`src/sdt_pkg.sv`:
```
// ----------------------------------------------------------------------------
// sdt_pkg
// Shared constants, codes and controller/datapath signal groups for the
// sorted date table floor lookup block.
// ----------------------------------------------------------------------------
package sdt_pkg;

	localparam int TABLE_DEPTH = 2048;
	localparam int IDX_W       = $clog2(TABLE_DEPTH);
	localparam int CNT_W       = $clog2(TABLE_DEPTH + 1);
	localparam int YEAR_W      = 14;
	localparam int MONTH_W     = 7;
	localparam int DAY_W       = 7;
	localparam int KEY_W       = YEAR_W + MONTH_W + DAY_W;
	localparam int RATE_W      = 32;
	localparam int STATUS_W    = 2;

	localparam logic OP_INSERT = 1'b0;
	localparam logic OP_LOOKUP = 1'b1;

	localparam logic [STATUS_W-1:0] STATUS_OK   = 2'd0;
	localparam logic [STATUS_W-1:0] STATUS_NONE = 2'd1;
	localparam logic [STATUS_W-1:0] STATUS_FULL = 2'd2;

	typedef enum logic [2:0] {
		RES_OK    = 3'd0,
		RES_FULL  = 3'd1,
		RES_HIT   = 3'd2,
		RES_FLOOR = 3'd3,
		RES_NONE  = 3'd4
	} res_kind_t;

	typedef struct packed {
		logic      idle;
		logic      load_item;
		logic      rd_mid;
		logic      step;
		logic      rd_pos;
		logic      rd_prev;
		logic      shift_init;
		logic      shift_rd;
		logic      shift_wr;
		logic      wr_item;
		logic      count_inc;
		logic      set_kind;
		res_kind_t kind;
		logic      out_load;
	} cmd_t;

	typedef struct packed {
		logic req_valid;
		logic op_lookup;
		logic lo_lt_hi;
		logic exact;
		logic lo_zero;
		logic full;
		logic shift_done;
		logic out_free;
	} sts_t;

endpackage

```
`src/sdt_ctrl.sv`:
```
// ----------------------------------------------------------------------------
// sdt_ctrl
// Sequencer: binary search, entry check, shift for insert and result hand-off.
// ----------------------------------------------------------------------------
module sdt_ctrl (
	input  logic          clk,
	input  logic          arst_n,
	input  sdt_pkg::sts_t sts,
	output sdt_pkg::cmd_t cmd
);

	typedef enum logic [7:0] {
		ST_IDLE   = 8'b0000_0001,
		ST_SRCH   = 8'b0000_0010,
		ST_CMP    = 8'b0000_0100,
		ST_EVAL   = 8'b0000_1000,
		ST_PREV   = 8'b0001_0000,
		ST_SHCHK  = 8'b0010_0000,
		ST_SHWR   = 8'b0100_0000,
		ST_RESULT = 8'b1000_0000
	} state_t;

	state_t state_q, state_d;

	always_ff @(posedge clk or negedge arst_n) begin
		if (!arst_n) begin
			state_q <= ST_IDLE;
		end else begin
			state_q <= state_d;
		end
	end

	always_comb begin
		cmd     = '0;
		cmd.kind = sdt_pkg::RES_OK;
		state_d = state_q;
		unique case (state_q)
			ST_IDLE: begin
				cmd.idle = 1'b1;
				if (sts.req_valid) begin
					cmd.load_item = 1'b1;
					state_d       = ST_SRCH;
				end
			end
			ST_SRCH: begin
				if (sts.lo_lt_hi) begin
					cmd.rd_mid = 1'b1;
					state_d    = ST_CMP;
				end else begin
					cmd.rd_pos = 1'b1;
					state_d    = ST_EVAL;
				end
			end
			ST_CMP: begin
				cmd.step = 1'b1;
				state_d  = ST_SRCH;
			end
			ST_EVAL: begin
				cmd.set_kind = 1'b1;
				if (sts.op_lookup) begin
					if (sts.exact) begin
						cmd.kind = sdt_pkg::RES_HIT;
						state_d  = ST_RESULT;
					end else if (sts.lo_zero) begin
						cmd.kind = sdt_pkg::RES_NONE;
						state_d  = ST_RESULT;
					end else begin
						cmd.set_kind = 1'b0;
						cmd.rd_prev  = 1'b1;
						state_d      = ST_PREV;
					end
				end else begin
					if (sts.exact) begin
						// same key, so rewriting the whole entry only changes the rate
						cmd.wr_item = 1'b1;
						cmd.kind    = sdt_pkg::RES_OK;
						state_d     = ST_RESULT;
					end else if (sts.full) begin
						cmd.kind = sdt_pkg::RES_FULL;
						state_d  = ST_RESULT;
					end else begin
						cmd.set_kind   = 1'b0;
						cmd.shift_init = 1'b1;
						state_d        = ST_SHCHK;
					end
				end
			end
			ST_PREV: begin
				cmd.set_kind = 1'b1;
				cmd.kind     = sdt_pkg::RES_FLOOR;
				state_d      = ST_RESULT;
			end
			ST_SHCHK: begin
				if (sts.shift_done) begin
					cmd.wr_item   = 1'b1;
					cmd.count_inc = 1'b1;
					cmd.set_kind  = 1'b1;
					cmd.kind      = sdt_pkg::RES_OK;
					state_d       = ST_RESULT;
				end else begin
					cmd.shift_rd = 1'b1;
					state_d      = ST_SHWR;
				end
			end
			ST_SHWR: begin
				cmd.shift_wr = 1'b1;
				state_d      = ST_SHCHK;
			end
			ST_RESULT: begin
				if (sts.out_free) begin
					cmd.out_load = 1'b1;
					state_d      = ST_IDLE;
				end
			end
			default: begin
				state_d = ST_IDLE;
			end
		endcase
	end

`ifndef NO_ASSERTIONS
	a_state_onehot: assert property (@(posedge clk) disable iff (!arst_n)
		$onehot(state_q))
		else $error("controller state not one-hot");
	a_load_from_idle: assert property (@(posedge clk) disable iff (!arst_n)
		cmd.load_item |=> state_q == ST_SRCH)
		else $error("item load did not start a search");
	a_result_to_idle: assert property (@(posedge clk) disable iff (!arst_n)
		cmd.out_load |=> state_q == ST_IDLE)
		else $error("result hand-off did not return to idle");
`endif

endmodule

```
`config.mk`:
```
export PLATFORM = sky130hd
export DESIGN_NAME = sdt_ctrl
export DESIGN_NICKNAME = d
export VERILOG_FILES = /design/src/sdt_pkg.sv /design/src/sdt_ctrl.sv
export SDC_FILE = /design/constraint.sdc
export NUM_CORES = 1
export LEC_CHECK = 0
export ABC_AREA = 1
export BUFFER_PORTS_ARGS = -buffer_cell sky130_fd_sc_hd__clkbuf_2
export CAP_MARGIN = 20
export CELL_PAD_IN_SITES_DETAIL_PLACEMENT = 0
export CELL_PAD_IN_SITES_GLOBAL_PLACEMENT = 1
export CORE_MARGIN = 2
export CORE_UTILIZATION = 30
export CTS_CLUSTER_DIAMETER = 80
export DETAILED_ROUTE_END_ITERATION = 8
export PLACE_DENSITY = 0.83
export SYNTH_ARGS = -nofsm -noshare
export SYNTH_HDL_FRONTEND = slang
export SYNTH_SLANG_ARGS = --single-unit
```
`constraint.sdc`:
```
create_clock -name clk -period 1.6 [get_ports clk]
set_input_delay 0.08 -clock clk [delete_from_list [all_inputs] [get_ports clk]]
set_output_delay 0.08 -clock clk [all_outputs]
set_load 0.005 [all_outputs]
```
==> implementation parameters <==
Parameter                              Value

Yosys
  Post-Synthesis Mean Instance Area    6.78 µm²
  Post-synthesis sequential element count    8
  Syn Std Cell Area    637 µm²
  Post-synth net total    104
  Number of distinct standard cells referenced by the synthesized netlist    18
  Mapped Cells    94
  Sequential-to-total area share from yosys stat    31.6%
  Count of yosys warnings during synthesis    0

Worst setup path
  Startpoint of the lowest-slack register-to-register path    state_q[0]$_DFFE_PN1P_
  Cell-by-cell listing of the critical path    inv_2, nand2_4, nor2_8, nand2_4, o31ai_1, clkbuf_2
  Setup crit end    cmd[2]
  Kind of critical path    reg2out
  Launching element of the worst setup path    state_q[7]$_DFFE_PN0P_
  Arrival time of data at the critical path endpoint    1.42 ns
  Startpoint class of the critical path    register
  Top cell by count, worst path    nand2_4
  Worst Reg2Reg Path Length in Cells    8
  CP Max Fanout    6
  Setup slack of the most critical reg-to-reg path    0.36 ns
  Required time reported for the critical path endpoint    1.52 ns
  RR Endpoint    state_q[0]$_DFFE_PN1P_
  Crit-path max cell delay    0.39 ns
  Critical-path cell with the highest stage delay    dfrtp_1
  Crit. End Element    output pin

Placed design
  Final weighted congestion of routability-driven global placement    0.745
  Placement Cell Area    796 µm²
  Final HPWL DP    1240 µm
  Port bufs    25
  Placement-stage worst setup slack    0.356 ns

STA
  Period utilisation layout    93.8%
  Fin worst setup slack    0.0996 ns
  Final Skew    0.00889 ns
  Highest clock frequency the design can meet    666 MHz
  Final-layout setup total negative slack    0 ns
  RSZ-0062 raised after global routing    false
  Worst slew pin tran    0.197 ns
  Final slew viol count    0
  Number of setup violations in the final report    0
  Worst hold slack across all endpoints    0.0114 ns
  Worst-case headroom to the max-slew limit    86.7%
  Final hold violation count    0
  Post-layout minimum cycle time    1.50 ns

Power and ir drop
  Sum of internal, switching and leakage power    858 µW
  Relative contribution of the clock network to total power    18.5%
  Switching power summed over all nets    354 µW
  Design internal power    504 µW
  Power share of the sequential group    32.1%
  Peak ir drop on the vdd network    621 µV
  Static power due to leakage    0.489 nW
  Fraction of power spent switching nets    41.3%
  Pwr per Cell Area    1020 mW/mm²
  Gate power share    49.5%

Floorplan
  DIE HEIGHT    50.1 µm
  Effective utilization at floorplan    32.1%
  Core area    0.00198 mm²
  Number of top-level pins    26
  Width of the die    50.1 µm
  Site Rows    16
  Die area    0.00251 mm²

Finish
  Synthesis-to-finish area growth    31.4%
  Ant diodes    0
  Largest regs    state_q (8)
  Post-layout nets    135
  Number of flip-flops under the largest register name    8
  Final design instance area without fill    837 µm²
  Share of final-layout standard cells stronger than drive strength 1    41.9%
  Reg with most FFs    state_q
  Filler instances    209

Drt
  DRT Wirelength    1400 µm
  Avg Vias per Cell    4.27
  Number of nets still failing antenna checks after routing    0
  Vias after detailed routing    645
  First DRT Iteration DRCs    7
  First-pass detailed-route iteration total    3
  DRC errors left    0
  Detailed-route wire length per cell    9.25 µm

Clocking
  Root buffer cell    clkbuf_4
  Clock transition at the registers of the reported paths    0.06 ns
  H-tree level count    1
  CTS tree    yes
  Largest buffer count on any clock path    2
  Clock sink count    8
  Clock Latency Late Sink    0.25 ns
  Number of buffers created by CTS    3

Global route
  Number of antenna violations at the first check in global routing    0
  Overflow left after global routing    0
  Wire length of the first global-routing pass    2650 µm
  Tot GR Track Use    13.6%
  Largest net degree at the start of global routing    9
  Via count of the first global-routing pass    714

Hold path
  Worst hold path type    in2reg
  Worst hold path cell count    2

Job
  Maximum Capacitance Violations    0

Run status
  Result of the run    complete, no violations
synthesized netlist by cell type, drive strengths merged:
master	n	area (µm²)
o31ai	2	15.0
a21oi	1	5.00
dfrtp	7	175
o21ai	2	10.0
nand2	26	130
nand4	3	18.8
nor3	2	10.0
nor2	23	120
nand3	8	55.1
dfstp	1	26.3
inv	19	71.3
through the flow:
stage | utilization, % | cells
2_1_floorplan | - | 94
3_3_place_gp | 40.2 | 146
3_5_place_dp | 40.2 | 146
4_1_cts | 42.0 | 151
5_1_grt | 42.2 | 151
6_report | 42.2 | 151
layout by cell type, fill, tap and decap left out, types with 4 or more instances in the layout:
cell	synthesis	routed
clkbuf_2	0	25
nand2_1	19	19
nor2_1	19	19
inv_1	11	11
inv_2	8	8
dfrtp_1	7	7
nand3_1	5	5
nand2_2	4	4
cell families after synthesis:
kind of cell | count (synthesis) | synth area share (%)
AO/OA/AOI/OAI | 5 | 4.71
buffers and inverters | 19 | 11.2
flip-flops | 8 | 31.6
AND/OR/NAND/NOR | 62 | 52.5
how the worst min path moves through the flow:
stage	startpoint	endpoint	slack, ns
after floorplan	arst_n	state_q[1]$_DFFE_PN0P_	-0.22
after global placement	arst_n	state_q[3]$_DFFE_PN0P_	-0.07
after detailed placement	arst_n	state_q[1]$_DFFE_PN0P_	-0.07
after CTS	sts[1]	state_q[6]$_DFFE_PN0P_	0.009
after global routing	sts[1]	state_q[6]$_DFFE_PN0P_	0.02
final	sts[1]	state_q[6]$_DFFE_PN0P_	0.01
critical path: cells and delay by family (launching register included):
kind,cells,cell delay (ns)
DFF,1,0.39
buffers and inverters,2,0.24
AOI/OAI and AO/OA,1,0.20
and+or+nand+nor,3,0.33
repair_timing:
| action | 4_1_cts | 5_1_grt |
|---|---|---|
| resized for setup | 0 | 1 |
| hold endpoints to repair | 8 | 0 |
| endpoints found under the setup margin | 0 | 1 |
| hold buffers | 1 | 0 |
| setup buffers | 0 | 0 |
power by group through the flow:
stage | clock, mW | sequential, mW | combinational [mW]
4_1_cts | 0.162 | 0.276 | 0.428
5_1_grt | 0.172 | 0.278 | 0.496
3_3_place_gp | 0 | 0.276 | 0.419
2_1_floorplan | 0 | 0.273 | 0.321
3_5_place_dp | 0 | 0.279 | 0.423
6_report | 0.159 | 0.275 | 0.424
layout make-up:
cell class / instances / area (µm²) / area share, %
clock buffer: 4 / 26.3 / 3.14
multi-input combinational: 67 / 369 / 44.1
tap: 27 / 33.8 / 4.04
timing repair buffer: 26 / 135 / 16.1
inverter: 19 / 71.3 / 8.52
sequential: 8 / 201 / 24.1
metal layers:
| layer | global-route usage, % | routed length (µm) |
|---|---|---|
| met2 | 24.3 | 728 |
| met5 | 0 | 0 |
| met4 | 8.80 | 27 |
| met1 | 14.3 | 579 |
| met3 | 2.42 | 61 |
(Power assumes the default switching activity.)
